**config.mk**
```make
export PLATFORM = sky130hd
export DESIGN_NAME = lru_page_replacement
export DESIGN_NICKNAME = d
export VERILOG_FILES = /design/src/hw/rtl/lru_pkg.sv /design/src/hw/rtl/lru_cell.sv /design/src/hw/rtl/lru_page_replacement.sv
export SDC_FILE = /design/constraint.sdc
export NUM_CORES = 1
export LEC_CHECK = 0
export CAP_MARGIN = 0
export CORE_MARGIN = 1
export CORE_UTILIZATION = 52
export DETAILED_ROUTE_END_ITERATION = 8
export DONT_BUFFER_PORTS = 1
export MAX_ROUTING_LAYER = met4
export PLACE_DENSITY = 0.7
export SLEW_MARGIN = 20
export SYNTH_ARGS = -nofsm -noshare
export SYNTH_HDL_FRONTEND = slang
export SYNTH_SLANG_ARGS = --single-unit
```
**constraint.sdc**
```tcl
create_clock -name clk -period 5.4 [get_ports clk]
set_input_delay 1.62 -clock clk [delete_from_list [all_inputs] [get_ports clk]]
set_output_delay 1.62 -clock clk [all_outputs]
set_load 0.01 [all_outputs]
```
**src/hw/rtl/lru_pkg.sv**
```systemverilog
`timescale 1ns / 1ps
// Shared types and constants for the LRU page frame table.
// Used by lru_cell, lru_page_replacement and lru_chk; no dependencies.
package lru_pkg;

  // Defaults for the top-level parameters
  localparam int MAX_FRAMES_DEF = 8;
  localparam int PAGE_BITS_DEF  = 8;

  // Widest values the parameter ranges allow; chain structs carry these
  localparam int IDX_MAX_W  = 6;
  localparam int PAGE_MAX_W = 32;

  // Result field and register widths
  localparam int FRAME_W = 3;
  localparam int FIU_W   = 4;
  localparam logic [FIU_W-1:0] FIU_RESET = 4'd8;

  // Configuration port
  localparam int CFG_ADDR_W = 3;
  localparam int CFG_DATA_W = 32;
  localparam logic [0:0] REG_FRAMES_IN_USE = 1'b0;

  typedef enum logic [1:0] {
    ST_IDLE,
    ST_SCAN,
    ST_COMMIT
  } lru_state_t;

  // Running result of the search, handed from cell to cell
  typedef struct packed {
    logic                  hit;
    logic [IDX_MAX_W-1:0]  hit_idx;
    logic [IDX_MAX_W-1:0]  hit_rank;
    logic                  has_empty;
    logic [IDX_MAX_W-1:0]  empty_idx;
    logic                  has_victim;
    logic [IDX_MAX_W-1:0]  victim_idx;
    logic [IDX_MAX_W-1:0]  worst;
    logic [PAGE_MAX_W-1:0] victim_page;
  } scan_t;

  // Update broadcast to every cell when a request commits
  typedef struct packed {
    logic                  en;
    logic [IDX_MAX_W-1:0]  idx;
    logic                  age_all;
    logic [IDX_MAX_W-1:0]  limit;
    logic                  fill;
    logic [PAGE_MAX_W-1:0] page;
  } upd_t;

endpackage

```
**src/hw/rtl/lru_cell.sv**
```systemverilog
`timescale 1ns / 1ps
// One page frame: page, valid bit and recency rank, plus one stage of the search chain.
// Depends on lru_pkg.
module lru_cell #(
  parameter int MAX_FRAMES = lru_pkg::MAX_FRAMES_DEF,
  parameter int PAGE_BITS  = lru_pkg::PAGE_BITS_DEF,
  parameter int IDX        = 0
) (
  input  logic                 clk,
  input  logic                 rst_n,
  input  logic                 act,       // frame is below frames_in_use
  input  logic                 clr,       // empty the frame
  input  logic [PAGE_BITS-1:0] page_req,
  input  logic                 tok_in,
  input  lru_pkg::scan_t       scan_in,
  output logic                 tok_out,
  output lru_pkg::scan_t       scan_out,
  input  lru_pkg::upd_t        upd
);

  localparam int RANK_W = (MAX_FRAMES > 1) ? $clog2(MAX_FRAMES) : 1;
  localparam int IW     = lru_pkg::IDX_MAX_W;
  localparam int PW     = lru_pkg::PAGE_MAX_W;
  localparam logic [RANK_W-1:0] RANK_TOP = RANK_W'(MAX_FRAMES - 1);
  localparam logic [IW-1:0]     MY_IDX   = IW'(IDX);

  logic                 valid_r, valid_nxt;
  logic [RANK_W-1:0]    rank_r, rank_nxt;
  logic [PAGE_BITS-1:0] page_r, page_nxt;
  logic                 tok_r;
  lru_pkg::scan_t       scan_r, scan_nxt;
  logic [IW-1:0]        rank_x;

  assign rank_x = IW'(rank_r);

  // search stage
  always_comb begin
    scan_nxt = scan_in;
    if (act) begin
      if (valid_r && page_r == page_req && !scan_in.hit) begin
        scan_nxt.hit      = 1'b1;
        scan_nxt.hit_idx  = MY_IDX;
        scan_nxt.hit_rank = rank_x;
      end
      if (!valid_r) begin
        if (!scan_in.has_empty) begin
          scan_nxt.has_empty = 1'b1;
          scan_nxt.empty_idx = MY_IDX;
        end
      end else if (!scan_in.has_victim || rank_x > scan_in.worst) begin
        scan_nxt.has_victim  = 1'b1;
        scan_nxt.victim_idx  = MY_IDX;
        scan_nxt.worst       = rank_x;
        scan_nxt.victim_page = PW'(page_r);
      end
    end
  end

  // frame state update
  always_comb begin
    valid_nxt = valid_r;
    rank_nxt  = rank_r;
    page_nxt  = page_r;
    if (clr) begin
      valid_nxt = 1'b0;
      rank_nxt  = '0;
    end else if (upd.en) begin
      if (upd.idx == MY_IDX) begin
        rank_nxt = '0;
        if (upd.fill) begin
          valid_nxt = 1'b1;
          page_nxt  = upd.page[PAGE_BITS-1:0];
        end
      end else if (valid_r && (upd.age_all || rank_x < upd.limit) && rank_r < RANK_TOP) begin
        rank_nxt = rank_r + 1'b1;
      end
    end
  end

  always_ff @(posedge clk) begin
    if (!rst_n) begin
      valid_r <= 1'b0;
      rank_r  <= '0;
      tok_r   <= 1'b0;
    end else begin
      valid_r <= valid_nxt;
      rank_r  <= rank_nxt;
      tok_r   <= tok_in;
    end
  end

  always_ff @(posedge clk) begin
    page_r <= page_nxt;
    if (tok_in) begin
      scan_r <= scan_nxt;
    end
  end

  assign tok_out  = tok_r;
  assign scan_out = scan_r;

endmodule

```
**src/hw/rtl/lru_page_replacement.sv**
```systemverilog
`timescale 1ns / 1ps
// LRU page replacement top level: stream ports, APB register, control and cell chain.
// Depends on lru_pkg and lru_cell.
//
// Fully associative LRU page frame table. Each request beat on the in_ side
// carries a page number and yields exactly one result beat on the out_ side:
// hit flag (tuser), frame used, and the evicted page if a resident page was
// replaced. After acceptance a search token walks the chain of MAX_FRAMES
// frame cells, one cell per cycle, then the commit state updates all frames
// and loads the output register. One request is in flight at a time; the
// next one is taken while a finished result still waits in the output
// register. A result held by out_tready delays the commit, and with it the
// next request. frames_in_use (address 0x0) selects the active frames; 0
// acts as 1, values above MAX_FRAMES act as MAX_FRAMES, and every write to
// it empties all frames.
module lru_page_replacement #(
  parameter int MAX_FRAMES = lru_pkg::MAX_FRAMES_DEF,
  parameter int PAGE_BITS  = lru_pkg::PAGE_BITS_DEF,
  localparam int IN_W  = ((PAGE_BITS + 7) / 8) * 8,
  localparam int OUT_W = ((lru_pkg::FRAME_W + 1 + PAGE_BITS + 7) / 8) * 8
) (
  input  logic                           clk,
  input  logic                           rst_n,
  // request stream
  input  logic                           in_tvalid,
  output logic                           in_tready,
  input  logic [IN_W-1:0]                in_tdata,   // [PAGE_BITS-1:0] page
  // result stream
  output logic                           out_tvalid,
  input  logic                           out_tready,
  output logic [OUT_W-1:0]               out_tdata,  // [2:0] frame, [3] evicted_valid,
                                                     // [PAGE_BITS+3:4] evicted_page
  output logic                           out_tuser,  // [0] hit
  // configuration
  input  logic                           cfg_psel,
  input  logic                           cfg_penable,
  input  logic                           cfg_pwrite,
  input  logic [lru_pkg::CFG_ADDR_W-1:0] cfg_paddr,
  input  logic [lru_pkg::CFG_DATA_W-1:0] cfg_pwdata,
  output logic [lru_pkg::CFG_DATA_W-1:0] cfg_prdata,
  output logic                           cfg_pready
);

  localparam int PW  = lru_pkg::PAGE_MAX_W;
  localparam int FW  = lru_pkg::FRAME_W;

  // ---- configuration register ----
  logic [lru_pkg::FIU_W-1:0] fiu_r;
  logic                      cfg_wr;
  logic                      reg_sel;

  assign cfg_pready = 1'b1;
  assign reg_sel    = (cfg_paddr[2] == lru_pkg::REG_FRAMES_IN_USE);
  assign cfg_wr     = cfg_psel && cfg_penable && cfg_pwrite && cfg_pready && reg_sel;
  assign cfg_prdata = reg_sel ? lru_pkg::CFG_DATA_W'(fiu_r) : '0;

  always_ff @(posedge clk) begin
    if (!rst_n) begin
      fiu_r <= lru_pkg::FIU_RESET;
    end else if (cfg_wr) begin
      fiu_r <= cfg_pwdata[lru_pkg::FIU_W-1:0];
    end
  end

  // Active frames: zero acts as one; indexes past MAX_FRAMES simply do not exist
  logic [MAX_FRAMES-1:0] cell_act;
  always_comb begin
    for (int i = 0; i < MAX_FRAMES; i++) begin
      cell_act[i] = (fiu_r == '0) ? (i == 0) : (32'(i) < 32'(fiu_r));
    end
  end

  // ---- control ----
  lru_pkg::lru_state_t  state_r, state_nxt;
  logic                 start_r;
  logic [PAGE_BITS-1:0] page_r;
  logic                 in_acc;
  logic                 commit;
  logic                 scan_done;
  lru_pkg::scan_t       res;
  lru_pkg::upd_t        upd;

  assign in_acc = in_tvalid && in_tready;

  always_comb begin
    state_nxt = state_r;
    in_tready = 1'b0;
    commit    = 1'b0;
    case (state_r)
      lru_pkg::ST_IDLE: begin
        in_tready = 1'b1;
        if (in_tvalid) begin
          state_nxt = lru_pkg::ST_SCAN;
        end
      end
      lru_pkg::ST_SCAN: begin
        if (scan_done) begin
          state_nxt = lru_pkg::ST_COMMIT;
        end
      end
      lru_pkg::ST_COMMIT: begin
        // wait for the output register to be free
        if (!out_tvalid || out_tready) begin
          commit    = 1'b1;
          state_nxt = lru_pkg::ST_IDLE;
        end
      end
      default: state_nxt = lru_pkg::ST_IDLE;
    endcase
  end

  always_ff @(posedge clk) begin
    if (!rst_n) begin
      state_r <= lru_pkg::ST_IDLE;
      start_r <= 1'b0;
    end else begin
      state_r <= state_nxt;
      start_r <= in_acc;
    end
  end

  always_ff @(posedge clk) begin
    if (in_acc) begin
      page_r <= in_tdata[PAGE_BITS-1:0];
    end
  end

  // Decision from the end of the chain: hit, else first empty, else LRU victim
  always_comb begin
    upd         = '0;
    upd.en      = commit;
    upd.page    = PW'(page_r);
    if (res.hit) begin
      upd.idx   = res.hit_idx;
      upd.limit = res.hit_rank;
    end else if (res.has_empty) begin
      upd.idx     = res.empty_idx;
      upd.age_all = 1'b1;
      upd.fill    = 1'b1;
    end else begin
      upd.idx     = res.victim_idx;
      upd.age_all = 1'b1;
      upd.fill    = 1'b1;
    end
  end

  // ---- cell chain ----
  logic           tok   [MAX_FRAMES+1];
  lru_pkg::scan_t scan  [MAX_FRAMES+1];

  assign tok[0]    = start_r;
  assign scan[0]   = '0;
  assign scan_done = tok[MAX_FRAMES];
  assign res       = scan[MAX_FRAMES];

  for (genvar g = 0; g < MAX_FRAMES; g++) begin : g_cell
    lru_cell #(
      .MAX_FRAMES (MAX_FRAMES),
      .PAGE_BITS  (PAGE_BITS),
      .IDX        (g)
    ) u_cell (
      .clk      (clk),
      .rst_n    (rst_n),
      .act      (cell_act[g]),
      .clr      (cfg_wr),
      .page_req (page_r),
      .tok_in   (tok[g]),
      .scan_in  (scan[g]),
      .tok_out  (tok[g+1]),
      .scan_out (scan[g+1]),
      .upd      (upd)
    );
  end

  // ---- output register ----
  logic                 out_valid_r, out_valid_nxt;
  logic                 out_hit_r;
  logic [FW-1:0]        out_frame_r;
  logic                 out_ev_r;
  logic [PAGE_BITS-1:0] out_evp_r;

  always_comb begin
    out_valid_nxt = out_valid_r;
    if (commit) begin
      out_valid_nxt = 1'b1;
    end else if (out_tready) begin
      out_valid_nxt = 1'b0;
    end
  end

  always_ff @(posedge clk) begin
    if (!rst_n) begin
      out_valid_r <= 1'b0;
    end else begin
      out_valid_r <= out_valid_nxt;
    end
  end

  always_ff @(posedge clk) begin
    if (commit) begin
      out_hit_r   <= res.hit;
      out_frame_r <= FW'(upd.idx);   // frame number kept to three bits
      out_ev_r    <= !res.hit && !res.has_empty;
      out_evp_r   <= (!res.hit && !res.has_empty) ? res.victim_page[PAGE_BITS-1:0] : '0;
    end
  end

  assign out_tvalid = out_valid_r;
  assign out_tuser  = out_hit_r;
  assign out_tdata  = OUT_W'({out_evp_r, out_ev_r, out_frame_r});

endmodule

```
Word-level counts from Yosys, hierarchy flattened --
Index checks and enable logic that the tools add are counted.
Storage, ports and cells: bits in registers 622, input bits 50
Operators by class: add/subtract/negate cells 8, order comparisons 31, equality and inequality tests 20, mux-type cells 83, bitwise operators 4, reduce and logical (&&, ||, !) cells 109
Operators by type and width (count):
- $mux W45 | 15
- $mux W65 | 7
- $mux W13 | 8
- $eq A8 B8 Y1 | 8
- $mux W7 | 9
- $mux W6 | 9
- $lt A3 B6 Y1 | 8
- $mux W3 | 16
- $gt A3 B6 Y1 | 7
- $logic_and A1 B1 Y1 | 36
- $reduce_and A4 Y1 | 8
- $reduce_and A3 Y1 | 9
- $add A3 B1 Y3 const B | 8
- $eq A6 B3 Y1 const B | 4
- $lt A3 B3 Y1 const B | 8
- $reduce_and A2 Y1 | 10
- $reduce_bool A2 Y1 | 9
- $logic_not A1 Y1 | 17
- $logic_or A1 B1 Y1 | 16
- $lt A3 B4 Y1 const A | 4
- $mux W1 | 14
- $eq A6 B2 Y1 const B | 2
- $lt A1 B4 Y1 const A | 2
- $lt A2 B4 Y1 const A | 2
- 13 further kinds | 19

Logic depth before layout (Yosys ltp) --
depth after elaboration 7, gate-level depth with buffers 9, mapped depth without buffers 7

Modules after synthesis --
From an unflattened synthesis, not the netlist that was laid out.
Unflattened totals: cells, all modules 1840, area, all modules 27772.9 um^2
Modules (own cells, without submodules):
- lru_cell at g_cell[1].u_cell ... | times used 3, cells each 212, area each 3306.9 um^2, seq. area each 2292.2 um^2
- lru_cell at g_cell[5].u_cell ... | times used 2, cells each 212, area each 3236.9 um^2, seq. area each 2292.2 um^2
- lru_cell at g_cell[0].u_cell | times used 1, cells each 212, area each 3279.4 um^2, seq. area each 2292.2 um^2
- lru_cell at g_cell[3].u_cell | times used 1, cells each 213, area each 3270.6 um^2, seq. area each 2292.2 um^2
- lru_cell at g_cell[7].u_cell | times used 1, cells each 213, area each 3265.6 um^2, seq. area each 2292.2 um^2
- lru_page_replacement | times used 1, cells each 142, area each 1562.7 um^2, seq. area each 790.8 um^2

Least setup slack after synthesis --
No wires, ideal clock.
path kind input -> output, from input cfg_paddr[2] (netlist bit), to output cfg_prdata[0] (netlist bit), arrival time 1.798 ns, required time 3.780 ns, setup slack 1.982 ns, stages 1, path through nor2b_1
On the way: cells in the longest elaborated chain, start to end 1
Ends and longest elaborated chain:
- start: declaration | line lru_page_replacement.sv:38 | input logic [lru_pkg::CFG_ADDR_W-1:0] cfg_paddr,
- $mux W4 | line lru_page_replacement.sv:55 | assign cfg_prdata = reg_sel ? lru_pkg::CFG_DATA_W'(fiu_r) : '0;
- end: declaration | line lru_page_replacement.sv:40 | output logic [lru_pkg::CFG_DATA_W-1:0] cfg_prdata,
Every way passes these cells.

Final worst setup path --
from input cfg_paddr[2] (netlist bit), to output cfg_prdata[2] (netlist bit)
Same word-level chain as after synthesis.

==> results.yml <==
clock_network:
  numCtsBuffers: 34
  insertion_delay_ns: 0.51
  holdBufCountCts: 0
  cts_buffer_depth: 3
  clockRootBuffer: "clkbuf_16"
  cts_htree_levels: 2
  post-cts-setup-buffer-count: 0
  cts.repair.resized: 0
  clk_pin_slew_ns: 0.06
  cts_tree: "done"
  cts_sinks: 316
synthesis:
  yosysTopAreaCellShare_pct: 57.0
  synth-xor-area-share_pct: 3.91
  synth_top_area_cell: "edfxtp_1"
  ys_seq_elements: 316
  yosysWarnings: 0
  synthSimpleGateAreaFrac_pct: 10.1
  ys_async_sr_fraction_pct: 0
  synth-edff-count: 268
  synthMuxAreaShare_pct: 8.05
  synth_top_family_by_area: "simple AND/OR/NAND/NOR gates"
  postSynthCellCount: 1014
  ys_seq_area_share_pct: 63.8
  synth_compound_area_share_pct: 5.91
  synthFlopType: "edfxtp_1"
  synth_adder_area_share_pct: 3.99
  netlist_area_mm2: 0.0141
  ys_types: 57
  synthTopCellsByArea: "edfxtp_1 (57%), mux2_2 (7.3%), dfxtp_1 (6.8%)"
  avgSynthCellArea_um2: 13.9
sta:
  min_period_ns: 3.43
  slew_viol_final: 0
  clock.fmax_ghz: 0.291
  skew_ns: 0.0124
  finalHoldViolCount: 0
  grt_setup_unrepaired: "false"
  setup_tns_ns: 0
  fin_crit_sh_pct: 63.6
  setup_viol: 0
  relSlewSlack_pct: 30.1
  tightest_slew_ns: 1.05
  setup_ws_ns: 1.97
min_path:
  min_from: "state_r[1]$_SDFFE_PN0P_"
  min_delay_path_depth: 1
  min_path_type: "flip-flop to flip-flop"
  hold_end: "state_r[0]$_SDFFE_PN0P_"
floorplanning:
  core_area_mm2: 0.0264
  dieArea_mm2: 0.0278
  start_util_pct: 53.5
  ios: 102
  die_height_um: 167
  placementRows: 59
  die_w_um: 167
critical_path:
  end_kind: "output port"
  worst-setup-path-type: "input pin to output port"
  critPathLaunchType: "input pin"
  r2r_setup_slack_ns: 2.59
  path_buf_inv: 0
  timing.rr.start: "g_cell[7].u_cell.scan_out[51]$_DFFE_PP_"
  path_cells: "nor2b_1"
  cp_data_required_time_ns: 3.78
  crit_path_max_incr_delay_ns: 0.19
  reg2reg_to: "g_cell[2].u_cell.page_r[4]$_DFFE_PP_"
  reg2regPathDepth: 5
  arrival_ns: 1.81
  path_max_fanout: 5
  slowest_stage: "nor2b_1"
  critPathTopFamily: "simple AND/OR/NAND/NOR gates"
grt:
  overflow: 0
  grt_max_degree: 28
  antenna_found_initial: 0
  track_usage_pct: 17.9
  grt_pass1_vias: 7401
  grt_pass1_wl_um: 38400
drt:
  drt_iter0_markers: 463
  avgViaCountPerCell: 5.41
  first_pass_iters: 4
  vias: 7466
  drc: 0
  routed_wirelength_um: 23500
  ant_nets: 0
  wl_per_cell_um: 17.0
flow_run:
  max-cap-violations: 0
placed_design:
  routabilityCongestion: 0.824
  dp_slack_ns: 1.47
  hpwl_um: 16800
  port_buffers: 0
finish:
  final_cell_mix: "edfxtp_1 (268), mux2_2 (92), inv_1 (50)"
  area_growth_pct: 9.16
  drive_above_1_share_pct: 17.4
  antenna_cells: 0
  utilization_pct: 58.5
  fin_nets: 1118
  layout_commonest_cell: "edfxtp_1"
run_status:
  status: "finished, final reports clean"
power_and_ir_drop:
  p_leak_nw: 5.28
  peakVddDrop_uv: 333
  powerDensity_mw_per_mm2: 321
-- registers in the layout (all words and copies together) (netlist names), 4 cells and up --
register and cells:
g_cell.u_cell.valid_r 8, g_cell.u_cell.scan_out 183, g_cell.u_cell.tok_out 8, g_cell.u_cell.rank_r 24, out_evp_r 8, page_r 8, g_cell.u_cell.page_r 64, fiu_r 4
-- cell type report --
cell class | instances | area (µm²)
repair buffers | 8 | 60.1
clock buffers | 54 | 1020
inverters | 51 | 191
fillers | 2005 | 10900
clock inverters | 5 | 48.8
multi-input cells | 612 | 4650
flip-flops and latches | 316 | 9010
well taps | 335 | 419
-- worst max-delay path by stage --
| stage | start | to | slack [ns] | depth (start not counted) |
|---|---|---|---|---|
| 2_1_floorplan | cfg_paddr[2] | cfg_prdata[0] | 1.98 | 1 |
| 3_3_place_gp | out_tready | g_cell[1].u_cell.page_r[4]$_DFFE_PP_ | 1.49 | 6 |
| 3_5_place_dp | out_tready | g_cell[6].u_cell.page_r[4]$_DFFE_PP_ | 1.47 | 6 |
| 4_1_cts | cfg_paddr[2] | cfg_prdata[2] | 1.96 | 1 |
| 5_1_grt | out_tready | g_cell[1].u_cell.page_r[2]$_DFFE_PP_ | 1.82 | 6 |
| 6_report | cfg_paddr[2] | cfg_prdata[2] | 1.97 | 1 |
-- routing by layer --
metal | global-route usage (%) | up-vias | wire, µm
met5 | - | - | 0
met4 | 6.04 | 0 | 588
met3 | 3.47 | 44 | 1200
met2 | 29.6 | 188 | 11500
met1 | 22.2 | 3545 | 10200
li1 | - | 3689 | -
-- power breakdown --
group	total, mW	switching (mW)	internal, mW
Sequential	2.67	0.0305	2.64
Clock	2.21	0.867	1.34
Combinational	0.0655	0.0380	0.0276
Total	4.95	0.936	4.01
-- metrics by stage --
stage                     area (µm²)  total power, mW  hold slack (ns)  cells
after floorplan                14200             2.79            0.424   1045
after global placement         14300             2.79            0.449   1322
after detailed placement       14300             2.79            0.459   1322
after CTS                      15400             5.00            0.466   1381
after global routing           15400             5.10            0.496   1381
final                          15400             4.95            0.462   1381
-- cells by family after synthesis --
kind of cell    after synthesis
flops                       316
simple gates                252
compound gates              117
buf+inv                     117
mux                         102
xor+xnor                     63
fa+ha+maj                    45
other cells                   2
-- synth_stat cells (4+ instances only) --
cell type / instances
nor2b_1: 30
nand4b_1: 8
or2_2: 24
nor3_1: 13
inv_1: 50
nand2b_1: 16
mux2i_1: 10
o21a_1: 6
xor2_1: 35
clkbuf_1: 15
mux2_2: 92
buf_2: 15
a31oi_1: 9
o21bai_1: 8
nand2_1: 33
a211o_1: 6
nand3_1: 18
and2_1: 32
buf_4: 35
o211ai_1: 13
ha_1: 45
o31ai_1: 8
dfxtp_1: 48
nor4_1: 9
o21ai_0: 16
a21o_1: 4
xnor2_1: 28
o2111ai_1: 13
a21oi_1: 15
nand4_1: 12
edfxtp_1: 268
nor2_1: 43
o22ai_1: 5
No activity file was read; power rests on OpenSTA's default activity.
